`src/design/slist_pkg.sv`:
```
// ----------------------------------------------------------------------------
// slist_pkg
// shared constants, codes and control types of the sorted list intersection
// ----------------------------------------------------------------------------
package slist_pkg;

	localparam int LIST_DEPTH  = 32;
	localparam int MAX_RESULTS = 32;
	localparam int DATA_W      = 32;
	localparam int ADDR_W      = (LIST_DEPTH > 1) ? $clog2(LIST_DEPTH) : 1;
	localparam int CNT_W       = $clog2(LIST_DEPTH + 1);
	localparam int NRES_W      = $clog2(MAX_RESULTS + 1);

	typedef enum logic [1:0] {
		CMD_APPEND_A = 2'd0,
		CMD_APPEND_B = 2'd1,
		CMD_RUN      = 2'd2,
		CMD_NONE     = 2'd3
	} command_t;

	typedef enum logic [1:0] {
		ST_IDLE,
		ST_READ,
		ST_CMP,
		ST_FLUSH
	} state_t;

	// controller to datapath
	typedef struct packed {
		logic run_start;
		logic step_eq;
		logic step_a;
		logic step_b;
		logic finish;
	} dp_cmd_t;

	// datapath to controller
	typedef struct packed {
		logic walk_go;
		logic eq;
		logic a_less;
		logic pend_valid;
		logic out_free;
	} dp_status_t;

endpackage

```
`src/design/slist_in_if.sv`:
```
// ----------------------------------------------------------------------------
// slist_in_if
// request channel: command and value with valid/ready
// ----------------------------------------------------------------------------
interface slist_in_if;
	logic                                valid;
	logic                                ready;
	logic [1:0]                          command;
	logic signed [slist_pkg::DATA_W-1:0] value;

	modport source (output valid, output command, output value, input ready);
	modport sink   (input valid, input command, input value, output ready);
endinterface

```
`src/design/slist_out_if.sv`:
```
// ----------------------------------------------------------------------------
// slist_out_if
// result channel: common value and flags with valid/ready
// ----------------------------------------------------------------------------
interface slist_out_if;
	logic                                valid;
	logic                                ready;
	logic signed [slist_pkg::DATA_W-1:0] common_value;
	logic                                empty_result;
	logic                                overflowed;
	logic                                last;

	modport source (output valid, output common_value, output empty_result,
		output overflowed, output last, input ready);
	modport sink   (input valid, input common_value, input empty_result,
		input overflowed, input last, output ready);
endinterface

```
`src/design/sorted_list_intersection.sv`:
```
// ----------------------------------------------------------------------------
// sorted_list_intersection
// two-pointer intersection of two sorted lists of signed 32-bit values
// ----------------------------------------------------------------------------
// usage
// - request channel takes one word per command: append to list a, append to
//   list b, or run; an unknown command is taken and ignored
// - appends give no result; an append to a full list
//   is dropped and sets a sticky overflow flag, cleared only by reset
// - a run walks both lists; each walk step is a ram read, then a compare,
//   and a run takes at most count_a + count_b - 1 steps; the registered ram
//   read port is why each step has a read state before its compare state
// - each match comes out as one result word; the last one carries last, and
//   an empty intersection gives one word with empty_result and last set
// - a match is held until the next one is found so that last is known
// - after a run both counts are zero; the request channel is not ready while
//   a run is in progress
// - when the receiver stalls, the result register holds its word and the
//   walk waits at the next match
// - reset clears counts, overflow flag and all valid state; list memories
//   need no clearing since only entries below the count are read
// ----------------------------------------------------------------------------
module sorted_list_intersection (
	input  logic       clk,
	input  logic       arst_n,
	slist_in_if.sink   request,
	slist_out_if.source result
);
	slist_pkg::dp_cmd_t    cmd;
	slist_pkg::dp_status_t status;
	logic                  in_accept;

	// a word moves when both sides agree
	assign in_accept = request.valid && request.ready;

	// sequencer: idle, read, compare, flush
	slist_ctrl u_ctrl (
		.clk       (clk),
		.arst_n    (arst_n),
		.in_valid  (request.valid),
		.in_command(request.command),
		.in_ready  (request.ready),
		.status    (status),
		.cmd       (cmd)
	);

	// stores, pointers and the result register
	slist_dp u_dp (
		.clk             (clk),
		.arst_n          (arst_n),
		.in_accept       (in_accept),
		.in_command      (request.command),
		.in_value        (request.value),
		.cmd             (cmd),
		.status          (status),
		.out_ready       (result.ready),
		.out_valid       (result.valid),
		.out_common_value(result.common_value),
		.out_empty_result(result.empty_result),
		.out_overflowed  (result.overflowed),
		.out_last        (result.last)
	);
endmodule

```
`src/design/slist_ram.sv`:
```
// ----------------------------------------------------------------------------
// slist_ram
// generic single write port, single read port ram with registered read
// ----------------------------------------------------------------------------
module slist_ram #(
	parameter int WIDTH = 32,
	parameter int DEPTH = 32
) (
	input  logic                                     clk,
	input  logic                                     we,
	input  logic [((DEPTH > 1) ? $clog2(DEPTH) : 1)-1:0] waddr,
	input  logic [WIDTH-1:0]                         wdata,
	input  logic [((DEPTH > 1) ? $clog2(DEPTH) : 1)-1:0] raddr,
	output logic [WIDTH-1:0]                         rdata
);
	logic [WIDTH-1:0] mem_q [DEPTH];

	always_ff @(posedge clk) begin
		if (we) begin
			mem_q[waddr] <= wdata;
		end
		rdata <= mem_q[raddr];
	end
endmodule

```
`src/design/slist_ctrl.sv`:
```
// ----------------------------------------------------------------------------
// slist_ctrl
// sequencer of the two-pointer walk
// ----------------------------------------------------------------------------
module slist_ctrl (
	input  logic                  clk,
	input  logic                  arst_n,
	input  logic                  in_valid,
	input  logic [1:0]            in_command,
	output logic                  in_ready,
	input  slist_pkg::dp_status_t status,
	output slist_pkg::dp_cmd_t    cmd
);
	slist_pkg::state_t state_q, state_d;
	logic              run_accept;

	assign run_accept = in_valid && in_ready && (in_command == slist_pkg::CMD_RUN);

	always_ff @(posedge clk or negedge arst_n) begin
		if (!arst_n) begin
			state_q <= slist_pkg::ST_IDLE;
		end else begin
			state_q <= state_d;
		end
	end

	// next state
	always_comb begin
		state_d = state_q;
		unique case (state_q)
			slist_pkg::ST_IDLE: begin
				if (run_accept) state_d = slist_pkg::ST_READ;
			end
			slist_pkg::ST_READ: begin
				state_d = status.walk_go ? slist_pkg::ST_CMP : slist_pkg::ST_FLUSH;
			end
			slist_pkg::ST_CMP: begin
				if (!status.eq || !status.pend_valid || status.out_free)
					state_d = slist_pkg::ST_READ;
			end
			slist_pkg::ST_FLUSH: begin
				if (status.out_free) state_d = slist_pkg::ST_IDLE;
			end
			default: state_d = slist_pkg::ST_IDLE;
		endcase
	end

	// outputs
	always_comb begin
		in_ready      = 1'b0;
		cmd           = '0;
		unique case (state_q)
			slist_pkg::ST_IDLE: begin
				in_ready      = 1'b1;
				cmd.run_start = run_accept;
			end
			slist_pkg::ST_READ: begin
			end
			slist_pkg::ST_CMP: begin
				if (status.eq) begin
					cmd.step_eq = !status.pend_valid || status.out_free;
				end else if (status.a_less) begin
					cmd.step_a = 1'b1;
				end else begin
					cmd.step_b = 1'b1;
				end
			end
			slist_pkg::ST_FLUSH: begin
				cmd.finish = status.out_free;
			end
			default: begin
			end
		endcase
	end
endmodule

```
`src/design/slist_dp.sv`:
```
// ----------------------------------------------------------------------------
// slist_dp
// list stores, counts, walk pointers, pending match and result register
// ----------------------------------------------------------------------------
module slist_dp (
	input  logic                                clk,
	input  logic                                arst_n,
	input  logic                                in_accept,
	input  logic [1:0]                          in_command,
	input  logic signed [slist_pkg::DATA_W-1:0] in_value,
	input  slist_pkg::dp_cmd_t                  cmd,
	output slist_pkg::dp_status_t               status,
	input  logic                                out_ready,
	output logic                                out_valid,
	output logic signed [slist_pkg::DATA_W-1:0] out_common_value,
	output logic                                out_empty_result,
	output logic                                out_overflowed,
	output logic                                out_last
);
	logic [slist_pkg::CNT_W-1:0]         count_a_q, count_b_q, i_q, j_q;
	logic [slist_pkg::NRES_W-1:0]        n_q;
	logic                                overflow_q;
	logic                                pend_valid_q;
	logic signed [slist_pkg::DATA_W-1:0] pend_val_q;
	logic                                out_valid_q;
	logic signed [slist_pkg::DATA_W-1:0] out_val_q;
	logic                                out_empty_q, out_ovf_q, out_last_q;

	logic                                wr_a, wr_b, full_a, full_b;
	logic [slist_pkg::DATA_W-1:0]        rdata_a, rdata_b;
	logic                                out_free, emit_pend;

	assign full_a = (count_a_q == slist_pkg::CNT_W'(slist_pkg::LIST_DEPTH));
	assign full_b = (count_b_q == slist_pkg::CNT_W'(slist_pkg::LIST_DEPTH));
	assign wr_a   = in_accept && (in_command == slist_pkg::CMD_APPEND_A) && !full_a;
	assign wr_b   = in_accept && (in_command == slist_pkg::CMD_APPEND_B) && !full_b;

	slist_ram #(.WIDTH(slist_pkg::DATA_W), .DEPTH(slist_pkg::LIST_DEPTH)) u_ram_a (
		.clk  (clk),
		.we   (wr_a),
		.waddr(count_a_q[slist_pkg::ADDR_W-1:0]),
		.wdata(in_value),
		.raddr(i_q[slist_pkg::ADDR_W-1:0]),
		.rdata(rdata_a)
	);

	slist_ram #(.WIDTH(slist_pkg::DATA_W), .DEPTH(slist_pkg::LIST_DEPTH)) u_ram_b (
		.clk  (clk),
		.we   (wr_b),
		.waddr(count_b_q[slist_pkg::ADDR_W-1:0]),
		.wdata(in_value),
		.raddr(j_q[slist_pkg::ADDR_W-1:0]),
		.rdata(rdata_b)
	);

	assign out_free  = !out_valid_q || out_ready;
	assign emit_pend = cmd.step_eq && pend_valid_q;

	assign status.walk_go    = (i_q < count_a_q) && (j_q < count_b_q)
		&& (n_q < slist_pkg::NRES_W'(slist_pkg::MAX_RESULTS));
	assign status.eq         = (rdata_a == rdata_b);
	assign status.a_less     = ($signed(rdata_a) < $signed(rdata_b));
	assign status.pend_valid = pend_valid_q;
	assign status.out_free   = out_free;

	// counts and sticky overflow
	always_ff @(posedge clk or negedge arst_n) begin
		if (!arst_n) begin
			count_a_q  <= '0;
			count_b_q  <= '0;
			overflow_q <= 1'b0;
		end else if (cmd.finish) begin
			count_a_q <= '0;
			count_b_q <= '0;
		end else begin
			if (wr_a) count_a_q <= count_a_q + 1'b1;
			if (wr_b) count_b_q <= count_b_q + 1'b1;
			if (in_accept && ((in_command == slist_pkg::CMD_APPEND_A && full_a)
				|| (in_command == slist_pkg::CMD_APPEND_B && full_b)))
				overflow_q <= 1'b1;
		end
	end

	// walk pointers and held match
	always_ff @(posedge clk or negedge arst_n) begin
		if (!arst_n) begin
			i_q          <= '0;
			j_q          <= '0;
			n_q          <= '0;
			pend_valid_q <= 1'b0;
		end else if (cmd.run_start) begin
			i_q          <= '0;
			j_q          <= '0;
			n_q          <= '0;
			pend_valid_q <= 1'b0;
		end else if (cmd.step_eq) begin
			i_q          <= i_q + 1'b1;
			j_q          <= j_q + 1'b1;
			n_q          <= n_q + 1'b1;
			pend_valid_q <= 1'b1;
		end else if (cmd.step_a) begin
			i_q <= i_q + 1'b1;
		end else if (cmd.step_b) begin
			j_q <= j_q + 1'b1;
		end else if (cmd.finish) begin
			// pointers follow the counts back to zero
			i_q          <= '0;
			j_q          <= '0;
			pend_valid_q <= 1'b0;
		end
	end

	always_ff @(posedge clk) begin
		if (cmd.step_eq) pend_val_q <= $signed(rdata_a);
	end

	// result register
	always_ff @(posedge clk or negedge arst_n) begin
		if (!arst_n) begin
			out_valid_q <= 1'b0;
		end else if (emit_pend || cmd.finish) begin
			out_valid_q <= 1'b1;
		end else if (out_ready) begin
			out_valid_q <= 1'b0;
		end
	end

	always_ff @(posedge clk) begin
		if (emit_pend || cmd.finish) begin
			out_val_q   <= pend_valid_q ? pend_val_q : '0;
			out_empty_q <= !pend_valid_q;
			out_ovf_q   <= overflow_q;
			out_last_q  <= cmd.finish;
		end
	end

	assign out_valid        = out_valid_q;
	assign out_common_value = out_val_q;
	assign out_empty_result = out_empty_q;
	assign out_overflowed   = out_ovf_q;
	assign out_last         = out_last_q;

	// checks
	a_ptr_a_bound: assert property (@(posedge clk) disable iff (!arst_n)
		i_q <= count_a_q || cmd.finish || count_a_q == '0)
		else $error("pointer a ran past count a");
	a_count_bound: assert property (@(posedge clk) disable iff (!arst_n)
		count_a_q <= slist_pkg::CNT_W'(slist_pkg::LIST_DEPTH)
		&& count_b_q <= slist_pkg::CNT_W'(slist_pkg::LIST_DEPTH))
		else $error("list count beyond depth");
	a_ovf_sticky: assert property (@(posedge clk) disable iff (!arst_n)
		overflow_q |=> overflow_q)
		else $error("overflow flag cleared");
	a_no_overwrite: assert property (@(posedge clk) disable iff (!arst_n)
		(out_valid_q && !out_ready) |-> !(emit_pend || cmd.finish))
		else $error("result register overwritten while stalled");
endmodule
```
`src/flat_wrapper.sv`:
```
// flat-port wrapper written by rule: the top's interface ports become plain ports
module sorted_list_intersection_flat 
  (clk, arst_n, request_valid, request_command, request_value, request_ready, result_valid, result_common_value, result_empty_result, result_overflowed, result_last, result_ready);
  slist_in_if request_i ();
  slist_out_if result_i ();
  input  logic clk;
  input  logic arst_n;
  input wire logic [$bits(request_i.valid)-1:0] request_valid;
  input wire logic [$bits(request_i.command)-1:0] request_command;
  input wire logic [$bits(request_i.value)-1:0] request_value;
  output wire logic [$bits(request_i.ready)-1:0] request_ready;
  output wire logic [$bits(result_i.valid)-1:0] result_valid;
  output wire logic [$bits(result_i.common_value)-1:0] result_common_value;
  output wire logic [$bits(result_i.empty_result)-1:0] result_empty_result;
  output wire logic [$bits(result_i.overflowed)-1:0] result_overflowed;
  output wire logic [$bits(result_i.last)-1:0] result_last;
  input wire logic [$bits(result_i.ready)-1:0] result_ready;
  assign request_i.valid = request_valid;
  assign request_i.command = request_command;
  assign request_i.value = request_value;
  assign request_ready = request_i.ready;
  assign result_valid = result_i.valid;
  assign result_common_value = result_i.common_value;
  assign result_empty_result = result_i.empty_result;
  assign result_overflowed = result_i.overflowed;
  assign result_last = result_i.last;
  assign result_i.ready = result_ready;
  sorted_list_intersection u_core (.clk(clk), .arst_n(arst_n), .request(request_i), .result(result_i));
endmodule
```
`config.mk`:
```
export PLATFORM = sky130hd
export DESIGN_NAME = sorted_list_intersection_flat
export DESIGN_NICKNAME = d
export VERILOG_FILES = /design/src/design/slist_pkg.sv /design/src/design/slist_in_if.sv /design/src/design/slist_out_if.sv /design/src/design/sorted_list_intersection.sv /design/src/design/slist_ram.sv /design/src/design/slist_ctrl.sv /design/src/design/slist_dp.sv /design/src/flat_wrapper.sv
export SDC_FILE = /design/constraint.sdc
export NUM_CORES = 2
export LEC_CHECK = 0
export BUFFER_PORTS_ARGS = -buffer_cell sky130_fd_sc_hd__buf_2
export CAP_MARGIN = 20
export CORE_MARGIN = 4
export CORE_UTILIZATION = 50
export DETAILED_ROUTE_END_ITERATION = 10
export HOLD_SLACK_MARGIN = 0.06
export PLACE_DENSITY = 0.67
export SYNTH_ARGS = -nofsm -noshare
export SYNTH_HDL_FRONTEND = slang
export SYNTH_SLANG_ARGS = --single-unit
```
`constraint.sdc`:
```
create_clock -name clk -period 12.21 [get_ports clk]
set_clock_uncertainty 0.15 [all_clocks]
set_input_delay 2.442 -clock clk [delete_from_list [all_inputs] [get_ports clk]]
set_output_delay 2.442 -clock clk [all_outputs]
set_load 0.005 [all_outputs]
```
Yosys cells after proc, flatten, opt, wreduce, memory -nomap -nowiden
Memory sizes are Yosys's and may differ from the RTL's. A register that Yosys moved wholly into a read port is not among the register bits.
Index checks and enable logic that the tools add are counted.
{"block": "word_totals", "regBits": 102, "ram_bits": 2048, "in_bits": 38, "output_inout_bits": 37, "n_memories": 2}
{"block": "op_classes", "add_sub_neg": 5, "n_lt_le_gt_ge": 4, "eq_ne": 14, "muxes": 39, "n_bitwise": 1, "reduce_logical": 37}
{"name": "u_core.u_dp.u_ram_a.mem_q", "words": 32, "width": 32, "rd": 1, "rd_ports_with_merged_regs": 1, "wr": 1, "line": "slist_ram.sv:16", "source": "logic [WIDTH-1:0] mem_q [DEPTH];"}
{"name": "u_core.u_dp.u_ram_b.mem_q", "words": 32, "width": 32, "rd": 1, "rd_ports_with_merged_regs": 1, "wr": 1, "line": "slist_ram.sv:16"}
{"op": "2-to-1 mux 6 bit", "n": 15}
{"op": "equality test 32 bit", "n": 1}
{"op": "< comparator 32 bit", "n": 1}
{"op": "adder 6 x 1 -> 6 bit, second input constant", "n": 5}
{"op": "2-to-1 mux 1 bit", "n": 18}
{"op": "equality test 6 bit, second input constant", "n": 2}
{"op": "logical AND 1 bit", "n": 12}
{"op": "< comparator 6 bit", "n": 2}
{"op": "2-to-1 mux 2 bit", "n": 4}
{"op": "one-hot mux 2 bit (4 select lines)", "n": 1}
{"op": "nonzero test 2 bit", "n": 4}
{"op": "nonzero test 4 bit", "n": 2}
{"op": "equality test 2 bit, second input constant", "n": 3}
{"op": "logical OR 1 bit", "n": 6}
{"op": "< comparator 6 bit, second input constant", "n": 1}
{"op": "inequality test 2 bit, second input constant", "n": 3}
{"op": "inequality test 3 x 2 -> 1 bit, second input constant", "n": 2}
{"op": "AND reduction 2 bit", "n": 3}
{"op": "AND reduction 3 bit", "n": 2}
{"op": "zero test 1 bit", "n": 5}
{"op": "equality test 2 x 1 -> 1 bit, second input constant", "n": 2}
{"op": "zero test 2 bit", "n": 2}
{"op": "inequality test 4 x 2 -> 1 bit, second input constant", "n": 1}
{"op": "2-to-1 mux 3 bit", "n": 1}
{"op": "2 further kinds", "n": 2}

Longest topological paths before layout
{"block": "logic_depth", "ltp_word": 9, "mapped_depth": 11, "mapped_depth_nobuf": 10}

Hierarchy
A second synthesis with hierarchy kept.
{"block": "hier_totals", "cells_unflattened": 4964, "area_unflattened_um2": 86048.8}
{"mod": "slist_ram (u_core.u_dp.u_ram_a)", "instances": 1, "cells_per_inst": 2260, "area_each_um2": 40491.3}
{"mod": "slist_ram (u_core.u_dp.u_ram_b)", "instances": 1, "cells_per_inst": 2260, "area_each_um2": 40485.1}
{"mod": "slist_dp", "instances": 1, "cells_per_inst": 422, "area_each_um2": 4902.2}
{"mod": "slist_ctrl", "instances": 1, "cells_per_inst": 21, "area_each_um2": 163.9}
{"mod": "sorted_list_intersection", "instances": 1, "cells_per_inst": 1, "area_each_um2": 6.3}

Worst setup path after synthesis
Ideal clock, no wire load.
{"block": "synth_timing", "kind": "input to register", "startpoint": "in result_ready", "endpoint": "reg u_core.u_dp.out_val_q, in the netlist u_core.u_dp.out_common_value[0] (enable)", "setup_ns": 0.391, "arrival_time_ns": 5.089, "path_slack_ns": 6.580, "cell_stages": 4, "n_path_buf": 0, "cell_sequence": "nand2b_1 nor2_1 nor3_2 a21o_1"}
{"item": "start, declared", "line": "flat_wrapper.sv:17", "source": "input wire logic [$bits(result_i.ready)-1:0] result_ready;"}
{"item": "end signal, assigned", "line": "slist_dp.sv:130", "source": "out_val_q <= pend_valid_q ? pend_val_q : '0;"}
{"item": "end, declared", "line": "slist_dp.sv:26", "source": "logic signed [slist_pkg::DATA_W-1:0] out_val_q;"}

Final worst setup path
{"block": "layout_timing", "startpoint": "in request_valid", "endpoint": "mem u_core.u_dp.u_ram_a.mem_q[20][7] (enable)"}
{"block": "layout_between", "elab_chain_cells": 5}
{"item": "start, declared", "line": "flat_wrapper.sv:8", "source": "input wire logic [$bits(request_i.valid)-1:0] request_valid;"}
{"item": "logical AND 1 bit", "line": "sorted_list_intersection.sv:34", "source": "assign in_accept = request.valid && request.ready;"}
{"item": "logical AND 1 bit (2 in a row)", "line": "slist_dp.sv:35", "source": "assign wr_a = in_accept && (in_command == slist_pkg::CMD_APPEND_A) && !full_a;"}
{"item": "2-to-1 mux 1 bit", "line": "slist_ram.sv:19", "source": "if (we) begin"}
{"item": "2-to-1 mux 1 bit (implied by the code)", "line": "slist_ram.sv:20", "source": "mem_q[waddr] <= wdata;"}
{"item": "end, declared", "line": "slist_ram.sv:16"}
No other way between the ends.

==> results by stage <==
GRT:
- Entering global routing, the biggest net connects 133 pins.
- Global routing consumed, over all layers together, 22.6% of the routing resources.
- The first-pass GRT wire length is 280,000 um.
- The global routing stage identified its most utilized layer as met2.
- The total congestion overflow is 0.
- For this run, global-route usage on met1 was measured as 33.0%.
- The number of antenna violations at the first check in global routing is 15.
- Global routing consumed, on the met3 layer, 3.86% of the routing resources.
- For this run, global-route usage on met2 was measured as 35.9%.
- The number of global-route vias before repair came to 37,500.

Yosys:
- By area, the combinational part of the netlist is dominated by multiplexers.
- The number of synthesized register bits is 2,214.
- The yosys synthesis warning count is 0.
- The post-synthesis compound-gate area fraction is 0.510%.
- The largest total area in the synthesized netlist belongs to edfxtp_1.
- Ranked by total cell area, the synthesized netlist is headed by edfxtp_1 (75%), mux4_2 (17%), dfxtp_1 (1.5%), dfrtp_1 (1.0%), ha_1 (0.79%).
- Counting flops with a built-in enable in the synthesized netlist gives 2,115.
- The post-synthesis area per instance is 23.6 um^2.
- The number of distinct library cell variants in the gate-level netlist after synthesis is 55.
- The number of nets in the synthesized netlist is 3,662.
- The predominant post-synthesis flop cell is edfxtp_1.
- The fraction of registers with async set/reset is 1.58%.
- The area share of xor/xnor cells in the synthesized design is 0.166%.
- Of the post-synthesis cell area, the dominant cell type holds 75.4%.
- The register area share after synthesis is 78.0%.
- After technology mapping, the gate count stands at 3,571.
- The multiplexer fraction of the synthesized cell area is 17.6%.
- The simple-gate portion of the synthesized area is 1.81%.
- The synthesized-area fraction occupied by adder cells is 0.788%.
- Summing every instance area after synthesis gives 84,200 um^2.

Routing:
- For this block, the via count after detailed routing is 37,600.
- For this block, the routed nets add up to 196,000 um of wire.
- The first routing iteration left 4,925 violations.
- After detailed routing, the number of vias per cell comes to 6.12.
- The count of unresolved DRC violations after routing is 0.
- The average wire per cell in the routed design is 31.9 um.
- In this run the remaining antenna-violating nets after routing total 0.
- Before antenna repair, the detailed router went through 7 iterations.

Power:
- The design draws 18,900 uW.
- The areal power density over the cells is 200 nW/um^2.
- IR analysis of the VDD net gives a maximum drop of 196 uV.
- In this run the static leakage power is 0.0292 uW.

Timing:
- The final critical-path required period is 5.06 ns.
- The worst slew margin relative to its limit is 25.2%.
- The final count of pins violating max slew came to 0.
- The final-report hold violation count is 0.
- For the pin with the worst max-slew slack, the measured transition is 1.12 ns.
- Setup repair after global routing left no endpoint under its margin.
- The number of setup violations in the final report is 0.
- The worst-case setup margin in the final layout is 7.15 ns.
- After layout, the worst path uses 41.5% of the clock period.
- The final total negative setup slack is 0 ns.
- The maximum clock frequency is 197 MHz.

Finish:
- The synthesis-to-finish area growth is 12.7%.
- The total non-filler cell area in the finished layout is 94,900 um^2.
- The most common cell after layout, fill and taps aside is edfxtp_1.
- Leaving out filler cells and counting taps, the final layout contains 6,147.
- The final layout contains 3,852 nets.
- In the layout the commonest cells are edfxtp_1 (2,115), mux4_2 (640), clkbuf_16 (214), nand2_1 (121), buf_2 (66).
- The ratio of cells with drive above 1 in the final layout is 30.6%.
- The filler cell count is 11,900.

Placement:
- The detailed placement HPWL is 115,000 um.
- In this run, placement finished with an instance count of 5,735.
- The minimum setup slack after placement is 6.20 ns.
- The final RePlAce weighted congestion is 0.848.
- The total cell area at the placement stage is 87,600 um^2.
- The count of buffers inserted at the top-level ports is 74.

Clocking:
- The maximum buffer depth of the clock tree is 3.
- In this run, post-CTS hold repair placed 0 buffers.
- The deepest level of the CTS H-tree is 4.
- The clock root buffer is clkbuf_16.
- CTS saw 2,214 sinks.
- The clock transition time at the flip-flop clock pins of the worst setup and hold paths is 0.06 ns.
- In this run, CTS created clock tree buffers numbering 210.
- The number of setup buffers added after CTS is 0.
- In this run, post-CTS repair resized a total of 0 instances.
- The insertion delay of the later-clocked pin in the worst-skew pair is 0.86 ns.
- TritonCTS built the clock tree.

Critical path:
- STA puts the critical path data required time at 12.51 ns.
- By instance count, the cell type seen most on the critical path is nand2_1.
- The peak fanout along the critical path is 32.
- The nature of the critical path endpoint is a flop.
- The slowest stage cell on the critical path is nor2_4.
- The number of buffers and inverters on the critical path is 2.
- Counting cells, the worst reg-to-reg path comes to 6.
- By startpoint and endpoint, the worst setup path is classified as in -> reg.
- The start point of the critical path is request_valid.
- Counting buffers and inverters, the worst setup path is 6 cells deep.
- The signal on the critical path passes through buf_2 -> nand2_1 -> nor4b_2 -> buf_4 -> nand2_1 -> nor2_4.
- The worst setup path is launched from an input port.
- The largest single stage delay on the critical path is 1.10 ns.
- The launching point of the worst reg2reg path is u_core.u_ctrl.state_q[1]$_DFFE_PN0P_.
- For the worst setup path, the data arrival time is 5.36 ns.
- The top cell family by delay on the critical path is simple AND/OR/NAND/NOR gates.

Run:
- The max-capacitance violation count is 0.

Die:
- The count of boundary I/O pins is 75.
- The floorplan die area is 175,000 um^2.
- From left edge to right edge, the die measures 418 um.
- The initialized floorplan defines 150 standard-cell rows.
- From bottom edge to top edge, the die measures 418 um.
- Once the floorplan was initialized, standard cells occupied 50.3% of the core.
- The area of the core region is 167,000 um^2.

Status:
- The run finished with clean final reports.

Min path:
- The hold path depth is 0.
- The worst hold-check path type is reg -> reg.
- In this run the most critical hold path is launched from u_core.u_dp.u_ram_a.rdata[22]$_DFF_P_.
==> worst paths after layout <==
path | end | slack [ns]
min reg2reg | u_core.u_dp.pend_val_q[22]$_DFFE_PP_ | 0.30
min | u_core.u_dp.pend_val_q[22]$_DFFE_PP_ | 0.30
min in group asynchronous | u_core.u_dp.overflow_q$_DFFE_PN0P_ | 1.57
max reg2reg | u_core.u_dp.u_ram_a.mem_q[20][7]$_DFFE_PP_ | 7.74
max | u_core.u_dp.u_ram_a.mem_q[20][7]$_DFFE_PP_ | 7.15
max in group asynchronous | u_core.u_dp.i_q[2]$_DFFE_PN0P_ | 9.63
==> state kept, by name, indices dropped and copies added, names as in the netlist, 2 cells and up <==
signal / count
u_core.u_dp.u_ram_a.mem_q: 1024
u_core.u_dp.u_ram_b.mem_q: 1024
u_core.u_dp.out_common_value: 32
u_core.u_dp.pend_val_q: 32
u_core.u_dp.u_ram_a.rdata: 32
u_core.u_dp.u_ram_b.rdata: 32
u_core.u_dp.count_a_q: 6
u_core.u_dp.count_b_q: 6
u_core.u_dp.i_q: 6
u_core.u_dp.j_q: 6
u_core.u_dp.n_q: 6
u_core.u_ctrl.state_q: 2
==> per-stage QoR <==
step                      util (%)  hold slack (ns)
after floorplan                  -            0.258
after global placement        52.4            0.288
after detailed placement      52.4            0.293
after CTS                     56.5            0.306
after global routing          56.7            0.330
final                         56.7            0.305
==> metal layers <==
layer / share of wire (%) / routed length (um) / up-vias
met1: 41 / 80300 / 20400
li1: - / - / 15500
met3: 7.1 / 13900 / 255
met4: 2.9 / 5680 / 0
met5: 0 / 0 / -
met2: 49 / 96100 / 1525
==> final cells by class <==
| type | instances | area (um^2) | share of cell area (%) |
|---|---|---|---|
| flip-flops and latches | 2214 | 65700 | 69.2 |
| well taps | 2204 | 2760 | 2.91 |
| repair buffers | 146 | 1270 | 1.33 |
| clock inverters | 112 | 1150 | 1.22 |
| inverters | 50 | 188 | 0.198 |
| clock buffers | 276 | 5730 | 6.04 |
| diodes | 6 | 15.0 | 0.0158 |
| multi-input cells | 1139 | 18100 | 19.1 |
==> synth_stat cells, drive strengths merged (3+ instances only) <==
cell type     n
xnor2        10
inv          47
mux2i         5
buf          70
mux4        640
a21oi        13
clkbuf       98
a21o         13
ha           53
o21ai        13
clkinv        3
and3          8
and2         32
nor2         94
dfxtp        64
nand2       121
edfxtp     2115
nand3        31
nand4        11
dfrtp        35
nor2b         5
a211o         3
nor3b         5
nand2b        5
o31ai         3
mux2         33
nor3         10
xor2          6
==> report_power, final <==
group          switching (uW)  internal (uW)
Sequential                289           8520
Combinational            1970           1670
Clock                    2740           3760
==> cells by family (layout without fill, tap and decap cells) <==
| family | Yosys count | count (layout) |
|---|---|---|
| other | 0 | 6 |
| and+or+nand+nor | 330 | 330 |
| muxes | 678 | 678 |
| xor gates and xnor gates | 16 | 16 |
| DFF | 2214 | 2214 |
| AOI/OAI and AO/OA | 62 | 62 |
| adders and majority gates | 53 | 53 |
| buffers and inverters | 218 | 584 |
(Power assumes the default switching activity.)
